--- config.mk ---
export PLATFORM = sky130hd
export DESIGN_NAME = table_piecewise_linear_interp
export DESIGN_NICKNAME = d
export VERILOG_FILES = /design/src/rtl/core/tpli_pkg.sv /design/src/rtl/core/tpli_div.sv /design/src/rtl/core/tpli_ctrl.sv /design/src/rtl/core/tpli_dp.sv /design/src/rtl/core/table_piecewise_linear_interp.sv
export SDC_FILE = /design/constraint.sdc
export NUM_CORES = 2
export LEC_CHECK = 0
export BUFFER_PORTS_ARGS = -buffer_cell sky130_fd_sc_hd__buf_4
export CAP_MARGIN = 20
export CELL_PAD_IN_SITES_DETAIL_PLACEMENT = 1
export CELL_PAD_IN_SITES_GLOBAL_PLACEMENT = 1
export CORE_MARGIN = 2
export CORE_UTILIZATION = 48
export CTS_CLUSTER_DIAMETER = 30
export DETAILED_ROUTE_END_ITERATION = 6
export PLACE_DENSITY_LB_ADDON = 0.1
export SYNTH_ARGS = -nofsm -noshare
export SYNTH_HDL_FRONTEND = slang
export SYNTH_SLANG_ARGS = --single-unit
--- constraint.sdc ---
create_clock -name clk_i -period 13 [get_ports clk_i]
set_clock_uncertainty 0.15 [all_clocks]
set_input_delay 0.65 -clock clk_i [delete_from_list [all_inputs] [get_ports clk_i]]
set_output_delay 0.65 -clock clk_i [all_outputs]
set_load 0.01 [all_outputs]
--- src/rtl/core/tpli_pkg.sv ---
// Shared types and constants for the piecewise-linear table interpolator.
// Holds the opcode and register index codes, the controller-to-datapath
// command and status structs, and the fixed arithmetic width. No dependencies.
`default_nettype none

package tpli_pkg;

  // Result arithmetic is unsigned 32-bit modular, whatever the table widths.
  localparam int unsigned DATA_W    = 32;
  localparam int unsigned DIV_STEPS = DATA_W;
  localparam int unsigned DIV_CNT_W = $clog2(DIV_STEPS);

  // Configuration register index port width and reset values.
  localparam int unsigned CFG_IDX_W      = 2;
  localparam int unsigned CLAMP_LOW_RST  = 40;
  localparam int unsigned CLAMP_HIGH_RST = 305;

  // Input item opcode.
  typedef enum logic {
    OP_LOAD    = 1'b0,
    OP_CONVERT = 1'b1
  } tpli_op_e;

  // Configuration register indexes.
  typedef enum logic [CFG_IDX_W-1:0] {
    CFG_CLAMP_LOW    = 2'd0,
    CFG_CLAMP_HIGH   = 2'd1,
    CFG_ENTRIES_USED = 2'd2
  } tpli_cfg_e;

  // Commands from the controller to the datapath.
  typedef struct packed {
    logic load_entry;  // write the input item into the table
    logic init;        // capture the clamped sample and open the search
    logic rd_mid;      // read the table at the search midpoint
    logic rd_lo;       // read the table at the low search bound
    logic rd_seg;      // read the lower breakpoint of the chosen segment
    logic rd_seg1;     // read the upper breakpoint of the chosen segment
    logic probe_step;  // narrow the search window after a miss
    logic take_mid;    // exact hit: the midpoint is the segment
    logic take_last;   // search closed: pick the segment from the low bound
    logic cap_lo;      // capture the lower breakpoint entry
    logic calc;        // form the temperature and ADC spans
    logic mul;         // form both dividends
    logic div_start;   // launch the divider
    logic add_b;       // form the intercept
    logic load_out;    // load the result register
  } tpli_cmd_t;

  // Status from the datapath to the controller.
  typedef struct packed {
    logic search_open;  // low bound still below high bound
    logic probe_hit;    // probed breakpoint equals the sample
    logic div_done;     // both quotients are ready
  } tpli_stat_t;

endpackage

`default_nettype wire

--- src/rtl/core/tpli_div.sv ---
// Two-lane restoring divider sharing one divisor, one quotient bit per cycle.
// Depends on tpli_pkg for the data width and the step count.
`default_nettype none

module tpli_div (
  input  wire logic                         clk_i,
  input  wire logic                         rst_ni,
  input  wire logic                         start_i,
  input  wire logic [tpli_pkg::DATA_W-1:0]  divisor_i,
  input  wire logic [tpli_pkg::DATA_W-1:0]  dividend0_i,
  input  wire logic [tpli_pkg::DATA_W-1:0]  dividend1_i,
  output logic      [tpli_pkg::DATA_W-1:0]  quot0_o,
  output logic      [tpli_pkg::DATA_W-1:0]  quot1_o,
  output logic                              done_o
);
  import tpli_pkg::*;

  logic                 busy_q, busy_d;
  logic                 done_q, done_d;
  logic [DIV_CNT_W-1:0] cnt_q, cnt_d;
  logic [DATA_W-1:0]    dvs_q;
  logic [DATA_W-1:0]    rem0_q, rem1_q;
  logic [DATA_W-1:0]    dq0_q, dq1_q;
  logic [2*DATA_W-1:0]  step0, step1;

  // One restoring step: shift in the next dividend bit, subtract if it fits.
  // The dividend register fills up with quotient bits from the right.
  function automatic logic [2*DATA_W-1:0] div_step(input logic [DATA_W-1:0] rem,
                                                   input logic [DATA_W-1:0] dq,
                                                   input logic [DATA_W-1:0] dvs);
    logic [DATA_W:0] t;
    logic [DATA_W:0] diff;
    logic            ge;
    t    = {rem, dq[DATA_W-1]};
    diff = t - {1'b0, dvs};
    ge   = (t >= {1'b0, dvs});
    return {(ge ? diff[DATA_W-1:0] : t[DATA_W-1:0]), dq[DATA_W-2:0], ge};
  endfunction

  assign step0 = div_step(rem0_q, dq0_q, dvs_q);
  assign step1 = div_step(rem1_q, dq1_q, dvs_q);

  // Step counter and completion flag.
  always_comb begin
    busy_d = busy_q;
    done_d = done_q;
    cnt_d  = cnt_q;
    if (start_i) begin
      busy_d = 1'b1;
      done_d = 1'b0;
      cnt_d  = '0;
    end else if (busy_q) begin
      cnt_d = cnt_q + DIV_CNT_W'(1);
      if (cnt_q == DIV_CNT_W'(DIV_STEPS - 1)) begin
        busy_d = 1'b0;
        done_d = 1'b1;
      end
    end
  end

  always_ff @(posedge clk_i or negedge rst_ni) begin
    if (!rst_ni) begin
      busy_q <= 1'b0;
      done_q <= 1'b0;
      cnt_q  <= '0;
    end else begin
      busy_q <= busy_d;
      done_q <= done_d;
      cnt_q  <= cnt_d;
    end
  end

  // Lane registers: partial remainder and dividend/quotient shift register.
  always_ff @(posedge clk_i) begin
    if (start_i) begin
      dvs_q  <= divisor_i;
      rem0_q <= '0;
      rem1_q <= '0;
      dq0_q  <= dividend0_i;
      dq1_q  <= dividend1_i;
    end else if (busy_q) begin
      rem0_q <= step0[2*DATA_W-1:DATA_W];
      dq0_q  <= step0[DATA_W-1:0];
      rem1_q <= step1[2*DATA_W-1:DATA_W];
      dq1_q  <= step1[DATA_W-1:0];
    end
  end

  assign quot0_o = dq0_q;
  assign quot1_o = dq1_q;
  assign done_o  = done_q;

  // The divider is never both running and finished.
  a_busy_done_excl: assert property (@(posedge clk_i) disable iff (!rst_ni)
    !(busy_q && done_q))
    else $error("divider busy and done at once");

  // Completion only follows the last step of a running division.
  a_done_after_busy: assert property (@(posedge clk_i) disable iff (!rst_ni)
    $rose(done_q) |-> $past(busy_q) && $past(cnt_q) == DIV_CNT_W'(DIV_STEPS - 1))
    else $error("divider finished without running all steps");

endmodule

`default_nettype wire

--- src/rtl/core/tpli_ctrl.sv ---
// Sequencing state machine for the table interpolator: input handshake,
// search steps, arithmetic phases and the output register's valid flag.
// Depends on tpli_pkg for the command and status structs and the opcode.
`default_nettype none

module tpli_ctrl (
  input  wire logic                   clk_i,
  input  wire logic                   rst_ni,
  input  wire logic                   in_valid_i,
  output logic                        in_stall_o,
  input  wire logic                   op_i,
  output logic                        out_valid_o,
  input  wire logic                   out_stall_i,
  output tpli_pkg::tpli_cmd_t         cmd_o,
  input  wire tpli_pkg::tpli_stat_t   stat_i
);
  import tpli_pkg::*;

  typedef enum logic [11:0] {
    S_IDLE = 12'b0000_0000_0001,
    S_SRCH = 12'b0000_0000_0010,
    S_CMP  = 12'b0000_0000_0100,
    S_LAST = 12'b0000_0000_1000,
    S_RDLO = 12'b0000_0001_0000,
    S_RDHI = 12'b0000_0010_0000,
    S_CALC = 12'b0000_0100_0000,
    S_MUL  = 12'b0000_1000_0000,
    S_DIVS = 12'b0001_0000_0000,
    S_DIVW = 12'b0010_0000_0000,
    S_ADDB = 12'b0100_0000_0000,
    S_FIN  = 12'b1000_0000_0000
  } tpli_state_e;

  tpli_state_e state_q, state_d;
  logic        out_valid_q, out_valid_d;
  logic        accept;
  logic        out_free;

  // Items are taken only between conversions; loads finish on acceptance.
  assign in_stall_o = (state_q != S_IDLE);
  assign accept     = in_valid_i && (state_q == S_IDLE);
  assign out_free   = !out_valid_q || !out_stall_i;

  // Next state and commands.
  always_comb begin
    state_d = state_q;
    cmd_o   = '0;
    case (state_q)
      S_IDLE: begin
        cmd_o.load_entry = accept && (op_i == OP_LOAD);
        cmd_o.init       = accept && (op_i == OP_CONVERT);
        if (accept && (op_i == OP_CONVERT)) begin
          state_d = S_SRCH;
        end
      end
      S_SRCH: begin
        if (stat_i.search_open) begin
          cmd_o.rd_mid = 1'b1;
          state_d      = S_CMP;
        end else begin
          cmd_o.rd_lo = 1'b1;
          state_d     = S_LAST;
        end
      end
      S_CMP: begin
        if (stat_i.probe_hit) begin
          cmd_o.take_mid = 1'b1;
          state_d        = S_RDLO;
        end else begin
          cmd_o.probe_step = 1'b1;
          state_d          = S_SRCH;
        end
      end
      S_LAST: begin
        cmd_o.take_last = 1'b1;
        state_d         = S_RDLO;
      end
      S_RDLO: begin
        cmd_o.rd_seg = 1'b1;
        state_d      = S_RDHI;
      end
      S_RDHI: begin
        cmd_o.rd_seg1 = 1'b1;
        cmd_o.cap_lo  = 1'b1;
        state_d       = S_CALC;
      end
      S_CALC: begin
        cmd_o.calc = 1'b1;
        state_d    = S_MUL;
      end
      S_MUL: begin
        cmd_o.mul = 1'b1;
        state_d   = S_DIVS;
      end
      S_DIVS: begin
        cmd_o.div_start = 1'b1;
        state_d         = S_DIVW;
      end
      S_DIVW: begin
        if (stat_i.div_done) begin
          state_d = S_ADDB;
        end
      end
      S_ADDB: begin
        cmd_o.add_b = 1'b1;
        state_d     = S_FIN;
      end
      S_FIN: begin
        if (out_free) begin
          cmd_o.load_out = 1'b1;
          state_d        = S_IDLE;
        end
      end
      default: begin
        state_d = S_IDLE;
      end
    endcase
  end

  // Output valid: set when a result is loaded, cleared when it is taken.
  always_comb begin
    out_valid_d = out_valid_q;
    if (cmd_o.load_out) begin
      out_valid_d = 1'b1;
    end else if (!out_stall_i) begin
      out_valid_d = 1'b0;
    end
  end

  always_ff @(posedge clk_i or negedge rst_ni) begin
    if (!rst_ni) begin
      state_q     <= S_IDLE;
      out_valid_q <= 1'b0;
    end else begin
      state_q     <= state_d;
      out_valid_q <= out_valid_d;
    end
  end

  assign out_valid_o = out_valid_q;

  // A result never overwrites one that is still waiting.
  a_no_overwrite: assert property (@(posedge clk_i) disable iff (!rst_ni)
    cmd_o.load_out |-> (!out_valid_q || !out_stall_i))
    else $error("result register overwritten while stalled");

  // A conversion blocks further input from the next cycle on.
  a_convert_blocks: assert property (@(posedge clk_i) disable iff (!rst_ni)
    (in_valid_i && !in_stall_o && op_i == OP_CONVERT) |=> in_stall_o)
    else $error("input not stalled during conversion");

  // A new result appears only at the end of a conversion.
  a_valid_from_fin: assert property (@(posedge clk_i) disable iff (!rst_ni)
    $rose(out_valid_q) |-> $past(state_q == S_FIN))
    else $error("result valid without finishing a conversion");

endmodule

`default_nettype wire

--- src/rtl/core/tpli_dp.sv ---
// Datapath of the table interpolator: configuration registers, breakpoint
// memory, binary-search bounds, span arithmetic and the result register.
// Depends on tpli_pkg and instantiates the divider tpli_div.
`default_nettype none

module tpli_dp #(
  parameter int unsigned TABLE_DEPTH = 64,
  parameter int unsigned SAMPLE_BITS = 12,
  parameter int unsigned TEMP_BITS   = 16
) (
  input  wire logic                                  clk_i,
  input  wire logic                                  rst_ni,
  input  wire logic                                  cfg_we_i,
  input  wire logic [tpli_pkg::CFG_IDX_W-1:0]        cfg_idx_i,
  input  wire logic [((SAMPLE_BITS > $clog2(TABLE_DEPTH+1)) ? SAMPLE_BITS
                      : $clog2(TABLE_DEPTH+1))-1:0] cfg_wdata_i,
  input  wire logic [$clog2(TABLE_DEPTH)-1:0]        entry_index_i,
  input  wire logic [SAMPLE_BITS-1:0]                adc_point_i,
  input  wire logic [TEMP_BITS-1:0]                  temp_point_i,
  input  wire logic [SAMPLE_BITS-1:0]                sample_i,
  input  wire tpli_pkg::tpli_cmd_t                   cmd_i,
  output tpli_pkg::tpli_stat_t                       stat_o,
  output logic [tpli_pkg::DATA_W-1:0]                temperature_o,
  output logic [$clog2(TABLE_DEPTH)-1:0]             segment_o,
  output logic                                       zero_span_o
);
  import tpli_pkg::*;

  localparam int unsigned IDX_W  = $clog2(TABLE_DEPTH);
  localparam int unsigned CNT_W  = $clog2(TABLE_DEPTH + 1);
  localparam int unsigned CFG_W  = (SAMPLE_BITS > CNT_W) ? SAMPLE_BITS : CNT_W;
  localparam int unsigned WORD_W = SAMPLE_BITS + TEMP_BITS;
  localparam int unsigned SMAX   = (1 << SAMPLE_BITS) - 1;
  localparam logic [SAMPLE_BITS-1:0] LOW_RST  = SAMPLE_BITS'(CLAMP_LOW_RST);
  localparam logic [SAMPLE_BITS-1:0] HIGH_RST =
    (CLAMP_HIGH_RST > SMAX) ? SAMPLE_BITS'(SMAX) : SAMPLE_BITS'(CLAMP_HIGH_RST);

  // Configuration registers.
  logic [SAMPLE_BITS-1:0] clamp_low_q;
  logic [SAMPLE_BITS-1:0] clamp_high_q;
  logic [CNT_W-1:0]       entries_q;
  logic [CNT_W-1:0]       entries_wr;

  // Breakpoint memory.
  logic [WORD_W-1:0]      mem_q [TABLE_DEPTH];
  logic [WORD_W-1:0]      rd_q;
  logic [IDX_W-1:0]       rd_addr;
  logic                   mem_we;
  logic [SAMPLE_BITS-1:0] rd_adc;
  logic [TEMP_BITS-1:0]   rd_temp;

  // Search state.
  logic [SAMPLE_BITS-1:0] x_q, x_d;
  logic [IDX_W-1:0]       lo_q, lo_d;
  logic signed [IDX_W:0]  hi_q, hi_d;
  logic [IDX_W-1:0]       mid_q;
  logic [IDX_W:0]         mid_sum;
  logic [IDX_W-1:0]       mid;
  logic [IDX_W-1:0]       seg_q, seg_d;
  logic signed [IDX_W:0]  cand;
  logic [IDX_W-1:0]       seg_max;

  // Arithmetic state.
  logic [SAMPLE_BITS-1:0] a0_q;
  logic [TEMP_BITS-1:0]   t0_q;
  logic [DATA_W-1:0]      d_q;
  logic [DATA_W-1:0]      w_q;
  logic                   zero_q;
  logic [DATA_W-1:0]      p0_q, p1_q;
  logic [DATA_W-1:0]      b_q;
  logic [DATA_W-1:0]      quot0, quot1;
  logic                   div_done;

  // Result register.
  logic [DATA_W-1:0]      temperature_q;
  logic [IDX_W-1:0]       segment_q;
  logic                   zero_span_q;

  // The entry count is saturated into its legal range when written.
  always_comb begin
    if (cfg_wdata_i < CFG_W'(2)) begin
      entries_wr = CNT_W'(2);
    end else if (cfg_wdata_i > CFG_W'(TABLE_DEPTH)) begin
      entries_wr = CNT_W'(TABLE_DEPTH);
    end else begin
      entries_wr = cfg_wdata_i[CNT_W-1:0];
    end
  end

  always_ff @(posedge clk_i or negedge rst_ni) begin
    if (!rst_ni) begin
      clamp_low_q  <= LOW_RST;
      clamp_high_q <= HIGH_RST;
      entries_q    <= CNT_W'(TABLE_DEPTH);
    end else if (cfg_we_i) begin
      case (cfg_idx_i)
        CFG_CLAMP_LOW:    clamp_low_q  <= cfg_wdata_i[SAMPLE_BITS-1:0];
        CFG_CLAMP_HIGH:   clamp_high_q <= cfg_wdata_i[SAMPLE_BITS-1:0];
        CFG_ENTRIES_USED: entries_q    <= entries_wr;
        default: begin
        end
      endcase
    end
  end

  // Loads beyond the table are dropped.
  assign mem_we = cmd_i.load_entry &&
                  ({1'b0, entry_index_i} < (IDX_W + 1)'(TABLE_DEPTH));

  // Read address selection.
  always_comb begin
    if (cmd_i.rd_mid) begin
      rd_addr = mid;
    end else if (cmd_i.rd_seg) begin
      rd_addr = seg_q;
    end else if (cmd_i.rd_seg1) begin
      rd_addr = seg_q + IDX_W'(1);
    end else begin
      rd_addr = lo_q;
    end
  end

  // One write port for loads, one registered read port for the search and segment reads.
  always_ff @(posedge clk_i) begin
    if (mem_we) begin
      mem_q[entry_index_i] <= {adc_point_i, temp_point_i};
    end
    rd_q <= mem_q[rd_addr];
  end

  assign rd_adc  = rd_q[TEMP_BITS +: SAMPLE_BITS];
  assign rd_temp = rd_q[TEMP_BITS-1:0];

  // Midpoint of the window; the high bound is positive while it is open.
  assign mid_sum = {1'b0, lo_q} + {1'b0, hi_q[IDX_W-1:0]};
  assign mid     = mid_sum[IDX_W:1];

  assign stat_o.search_open = $signed({1'b0, lo_q}) < hi_q;
  assign stat_o.probe_hit   = (rd_adc == x_q);
  assign stat_o.div_done    = div_done;

  // Sample clamp: the low bound is tested first, so it wins where both bounds apply.
  always_comb begin
    if (sample_i <= clamp_low_q) begin
      x_d = clamp_low_q;
    end else if (sample_i >= clamp_high_q) begin
      x_d = clamp_high_q;
    end else begin
      x_d = sample_i;
    end
  end

  // Search window update.
  always_comb begin
    lo_d = lo_q;
    hi_d = hi_q;
    if (cmd_i.init) begin
      lo_d = '0;
      hi_d = $signed((IDX_W + 1)'(entries_q - CNT_W'(1)));
    end else if (cmd_i.probe_step) begin
      if (x_q < rd_adc) begin
        hi_d = $signed({1'b0, mid_q}) - $signed((IDX_W + 1)'(1));
      end else begin
        lo_d = mid_q + IDX_W'(1);
      end
    end
  end

  // Segment choice, clamped to the first and the second-to-last entry.
  assign seg_max = IDX_W'(entries_q - CNT_W'(2));

  always_comb begin
    if (cmd_i.take_mid) begin
      cand = $signed({1'b0, mid_q});
    end else if (rd_adc < x_q) begin
      cand = $signed({1'b0, lo_q});
    end else begin
      cand = $signed({1'b0, lo_q}) - $signed((IDX_W + 1)'(1));
    end
    if (cand[IDX_W]) begin
      seg_d = '0;
    end else if (cand[IDX_W-1:0] > seg_max) begin
      seg_d = seg_max;
    end else begin
      seg_d = cand[IDX_W-1:0];
    end
  end

  always_ff @(posedge clk_i) begin
    if (cmd_i.init) begin
      x_q <= x_d;
    end
    lo_q <= lo_d;
    hi_q <= hi_d;
    if (cmd_i.rd_mid) begin
      mid_q <= mid;
    end
    if (cmd_i.take_mid || cmd_i.take_last) begin
      seg_q <= seg_d;
    end
  end

  // Segment arithmetic: spans, products, intercept.
  always_ff @(posedge clk_i) begin
    if (cmd_i.cap_lo) begin
      a0_q <= rd_adc;
      t0_q <= rd_temp;
    end
    if (cmd_i.calc) begin
      d_q    <= DATA_W'(t0_q) - DATA_W'(rd_temp);
      w_q    <= DATA_W'(rd_adc) - DATA_W'(a0_q);
      zero_q <= (rd_adc == a0_q);
    end
    if (cmd_i.mul) begin
      p0_q <= d_q * DATA_W'(a0_q);
      p1_q <= d_q * DATA_W'(x_q);
    end
    if (cmd_i.add_b) begin
      b_q <= DATA_W'(t0_q) - quot0;
    end
  end

  tpli_div u_div (
    .clk_i       (clk_i),
    .rst_ni      (rst_ni),
    .start_i     (cmd_i.div_start),
    .divisor_i   (w_q),
    .dividend0_i (p0_q),
    .dividend1_i (p1_q),
    .quot0_o     (quot0),
    .quot1_o     (quot1),
    .done_o      (div_done)
  );

  // Result register; a zero-width segment reports zero.
  always_ff @(posedge clk_i) begin
    if (cmd_i.load_out) begin
      temperature_q <= zero_q ? '0 : (quot1 + b_q);
      segment_q     <= seg_q;
      zero_span_q   <= zero_q;
    end
  end

  assign temperature_o = temperature_q;
  assign segment_o     = segment_q;
  assign zero_span_o   = zero_span_q;

  // A zero-width segment always yields a zero temperature.
  a_zero_span_result: assert property (@(posedge clk_i) disable iff (!rst_ni)
    (cmd_i.load_out && zero_q) |=> (zero_span_o && temperature_o == '0))
    else $error("zero-width segment gave a nonzero temperature");

endmodule

`default_nettype wire

--- src/rtl/core/table_piecewise_linear_interp.sv ---
// A load is written at its acceptance edge. A conversion runs a binary search of at most
// ceil(log2(entries_used)) search probes, ending early when a probe hits the sample
// exactly, then the segment reads, the span arithmetic, the two-lane divider and the
// intercept. Throughput: one conversion at a time, next item taken the cycle after the
// result registers; a stalled result holds it.
// Reset clears control state and loads the register defaults; the table is undefined.
// Top level of the piecewise-linear table interpolator.
// Connects tpli_ctrl and tpli_dp; depends on tpli_pkg.
`default_nettype none

module table_piecewise_linear_interp #(
  parameter int unsigned TABLE_DEPTH = 64,
  parameter int unsigned SAMPLE_BITS = 12,
  parameter int unsigned TEMP_BITS   = 16
) (
  input  wire logic                                  clk_i,
  input  wire logic                                  rst_ni,
  // Configuration write port.
  input  wire logic                                  cfg_we_i,
  input  wire logic [tpli_pkg::CFG_IDX_W-1:0]        cfg_idx_i,
  input  wire logic [((SAMPLE_BITS > $clog2(TABLE_DEPTH+1)) ? SAMPLE_BITS
                      : $clog2(TABLE_DEPTH+1))-1:0] cfg_wdata_i,
  // Input channel.
  input  wire logic                                  in_valid_i,
  output logic                                       in_stall_o,
  input  wire logic                                  op_i,
  input  wire logic [$clog2(TABLE_DEPTH)-1:0]        entry_index_i,
  input  wire logic [SAMPLE_BITS-1:0]                adc_point_i,
  input  wire logic [TEMP_BITS-1:0]                  temp_point_i,
  input  wire logic [SAMPLE_BITS-1:0]                sample_i,
  // Output channel.
  output logic                                       out_valid_o,
  input  wire logic                                  out_stall_i,
  output logic [tpli_pkg::DATA_W-1:0]                temperature_o,
  output logic [$clog2(TABLE_DEPTH)-1:0]             segment_o,
  output logic                                       zero_span_o
);
  import tpli_pkg::*;

  tpli_cmd_t  cmd;
  tpli_stat_t stat;

  tpli_ctrl u_ctrl (
    .clk_i       (clk_i),
    .rst_ni      (rst_ni),
    .in_valid_i  (in_valid_i),
    .in_stall_o  (in_stall_o),
    .op_i        (op_i),
    .out_valid_o (out_valid_o),
    .out_stall_i (out_stall_i),
    .cmd_o       (cmd),
    .stat_i      (stat)
  );

  tpli_dp #(
    .TABLE_DEPTH (TABLE_DEPTH),
    .SAMPLE_BITS (SAMPLE_BITS),
    .TEMP_BITS   (TEMP_BITS)
  ) u_dp (
    .clk_i         (clk_i),
    .rst_ni        (rst_ni),
    .cfg_we_i      (cfg_we_i),
    .cfg_idx_i     (cfg_idx_i),
    .cfg_wdata_i   (cfg_wdata_i),
    .entry_index_i (entry_index_i),
    .adc_point_i   (adc_point_i),
    .temp_point_i  (temp_point_i),
    .sample_i      (sample_i),
    .cmd_i         (cmd),
    .stat_o        (stat),
    .temperature_o (temperature_o),
    .segment_o     (segment_o),
    .zero_span_o   (zero_span_o)
  );

endmodule

`default_nettype wire
==> impl_metrics.ini <==
[status]
status = finished, final reports clean

[timing]
fmax_ghz = 0.138
slew_violations = 0
max_slew_margin = 0.144
grt_setup_unrepaired = no
min_period_ps = 7270
post-route-period-util = 0.559
final_hold_viol_count = 0
worst_pin_slew_ps = 1280
final-setup-viol-count = 0
holdWs_ps = 60.4
tns_ps = 0

[cts]
clock-sinks = 2243
cts-htree-levels = 5
cts_resized = 0
clock_path_buffers = 4
clkLatencyLatePin_ps = 1040
cts_hold_buf = 15
cts.clk_slew.worst_paths_ps = 50
cts_root_buf = clkbuf_16
numCtsBuffers = 470
tritoncts = done
post_cts_buffers = 0

[worst_setup_path]
crit_arrival_ps = 7740
critPathLaunchType = flip-flop
cpMostUsedCell = fa_1
crit_path_end_kind = flip-flop
crit_type = reg2reg
path_cells = nand2_1 > fa_1 > inv_1 > ha_1 > fa_1 > inv_1 > fa_1 > fa_1 > inv_1 > ha_1 > o21a_1 > o21ai_0 > a31oi_1 > nor4b_1 > nor4_1 > a2111oi_0 > nor2_1 > nor2_1 > xnor2_1
worstPathRequired_ps = 13470
setup.worst_path.start = u_dp.d_q[3]$_DFFE_PP_
crit_slowest_cell = edfxtp_1
path_max_fanout = 24
r2r-start = u_dp.d_q[3]$_DFFE_PP_
crit_path_max_incr_delay_ps = 1050

[final_layout]
area_growth_pct = 18.4
fin_cells = 13200
drive_above_1_share = 0.107
fin_nets = 10600

[global_route]
grt_pass1_wl_um = 517000
grt_max_degree = 177
antenna_found_initial = 18
grt_pass1_vias = 83300
overflow = 0
grt.total_usage = 0.295

[routing]
first_pass_iters = 5
drt-initial-drc-count = 6239
drc = 0
via_count = 77300
routedWlPerCell_um = 26.1
avgViaCountPerCell = 5.83
drt-total-wl_um = 346000
drtAntennaViolNets = 0

[logic_synthesis]
synthTopCellsByArea = edfxtp_1 57%, nand2_1 8.0%, fa_1 7.3%
syn_nets = 10400
yosysTopAreaCell = edfxtp_1
ys_ff_latch = 2243
syn_area_per_cell_um2 = 11.4
synthCells = 9624
yosysSeqAreaShare = 0.601
synth_top_area_frac = 0.571
ys_types = 96
yosysWarnings = 0
syn_area_um2 = 110000
synth_ff_type = edfxtp_1
synth-edff-count = 2094
async_flop_share = 0.0227

[floorplanning]
fp.dieH_um = 483
core_um2 = 228000
dieArea_um2 = 233000
initial_core_util = 0.484
rows = 175
die_width_um = 483
num_io_pins = 107

[power_and_ir_drop]
p_leak_nw = 50.2
peakVddDrop_mv = 0.256
p_total_mw = 27.4
cellPowerDensity_nw_per_um2 = 210

[place]
dp.cells = 12400
gp_congestion = 0.856
dp_hpwl_um = 198000
portBuffers = 106

[job]
max_cap_viol_count = 0

[worst_hold_path]
hp-start = cfg_idx_i[0]
hp-class = in2reg
through the flow:
step | area [um^2] | setup slack (ps) | utilization
global route | 130000 | 5390 | 0.572
finish | 130000 | 5730 | 0.573
CTS | 130000 | 5680 | 0.572
global placement | 114000 | 5930 | 0.501
floorplan | 110000 | 6150 | -
detailed placement | 114000 | 5770 | 0.502
Yosys cell counts, types with 11 or more instances:
cell type	instances
or3_1	14
clkbuf_1	254
o21a_1	28
and2_1	151
buf_1	24
o21bai_1	18
nand4_1	132
a31oi_1	20
nand2b_1	29
a21o_1	93
a211oi_1	41
nor2b_1	46
inv_1	581
a21boi_0	16
nand2_1	2356
mux2i_1	65
nand3_1	1380
edfxtp_1	2094
o211ai_1	14
buf_2	204
dfxtp_1	98
nor2_1	270
nor4_1	11
nand3b_1	11
dfrtp_1	43
nor3_1	50
o21ai_0	170
buf_6	11
xor2_1	61
a22oi_1	55
ha_1	296
xnor2_1	140
nor3b_1	16
fa_1	401
and3_1	26
mux2_2	17
a21oi_1	215
layout make-up:
class	instances	area, um^2
inverter	583	2200
fill	23000	97300
antenna	6	15.0
sequential	2243	66100
clock buffer	543	12300
timing repair buffer	259	2170
multi-input combinational	6296	40100
clock inverter	310	3660
tap	3009	3760
critical path: cells and delay by family (launching register included):
kind,cells,cell delay (ps)
fa+ha+maj,6,2570
simple gates,5,1590
compound gates,4,1370
flops,1,1050
buf+inv,3,140
xor+xnor,1,80
worst paths after layout:
kind / slack, ps / to / depth (start not counted)
max: 5730 / u_dp.p0_q[28]$_DFFE_PP_ / 19
min: 60 / u_dp.clamp_low_q[5]$_DFFE_PN1P_ / 5
max reg2reg: 5730 / u_dp.p0_q[28]$_DFFE_PP_ / 19
min reg2reg: 230 / u_dp.t0_q[8]$_DFFE_PN_ / 0
max in group asynchronous: 11960 / u_dp.u_div.busy_q$_DFF_PN0_ / 2
min in group asynchronous: 200 / u_dp.clamp_low_q[11]$_DFFE_PN0P_ / 2
where the power goes:
part	total, mW	leakage (nW)	internal [mW]	switching (mW)
sequential	8.41	20.3	8.28	0.126
combinational	6.93	22.2	2.38	4.55
clock	12.0	7.73	8.20	3.84
total	27.4	50.2	18.9	8.51
routing by layer:
metal | share of wire | wire length [um] | track usage | vias to the layer above
li1 | - | - | - | 34200
met3 | 0.060 | 20800 | 0.0437 | 678
met2 | 0.50 | 172000 | 0.505 | 2613
met4 | 0.038 | 13100 | 0.118 | 12
met5 | 0.00021 | 74 | 0 | -
met1 | 0.41 | 140000 | 0.378 | 39800
cells in the final DEF, fill, tap and decap left out, types with 67 or more instances in the layout:
| master | netlist | layout |
|---|---|---|
| nand2_1 | 2356 | 2355 |
| edfxtp_1 | 2094 | 2094 |
| nand3_1 | 1380 | 1380 |
| inv_1 | 581 | 580 |
| clkbuf_16 | 0 | 475 |
| fa_1 | 401 | 401 |
| ha_1 | 296 | 296 |
| buf_4 | 6 | 230 |
| a21oi_1 | 215 | 214 |
| nor2_1 | 270 | 204 |
| o21ai_0 | 170 | 170 |
| and2_1 | 151 | 149 |
| xnor2_1 | 140 | 140 |
| nand4_1 | 132 | 132 |
| dfxtp_1 | 98 | 98 |
| a21o_1 | 93 | 93 |
| clkinv_1 | 1 | 89 |
| clkinv_2 | 0 | 80 |
| bufinv_16 | 0 | 78 |
| nor2_4 | 0 | 67 |
cells by family (layout without fill, tap and decap cells):
kind of cell | after synthesis | in the layout | synth area share
XOR/XNOR | 201 | 201 | 0.0160
other | 0 | 6 | 0
AO/OA/AOI/OAI | 778 | 778 | 0.0453
buffers and inverters | 1085 | 1695 | 0.0403
multiplexers | 86 | 86 | 0.00840
adder cells (fa/ha/maj) | 697 | 697 | 0.107
AND/OR/NAND/NOR | 4534 | 4534 | 0.183
flip-flops | 2243 | 2243 | 0.601
sequential cells by signal (all words and copies together), names as in the netlist, 7 cells and up:
name / cells
u_dp.u_div.dvs_q: 13
u_ctrl.state_q: 12
u_dp.clamp_low_q: 12
u_dp.entries_q: 7
u_dp.temperature_o: 32
u_dp.u_div.quot0_o: 32
u_dp.mem_q: 1792
u_dp.d_q: 17
u_dp.u_div.rem1_q: 32
u_dp.w_q: 13
u_dp.b_q: 32
u_dp.a0_q: 12
u_dp.u_div.quot1_o: 32
u_dp.clamp_high_q: 12
u_dp.rd_q: 28
u_dp.p1_q: 32
u_dp.u_div.rem0_q: 32
u_dp.x_q: 12
u_dp.t0_q: 16
u_dp.hi_q: 7
u_dp.p0_q: 32
No activity file was read; power rests on OpenSTA's default activity.
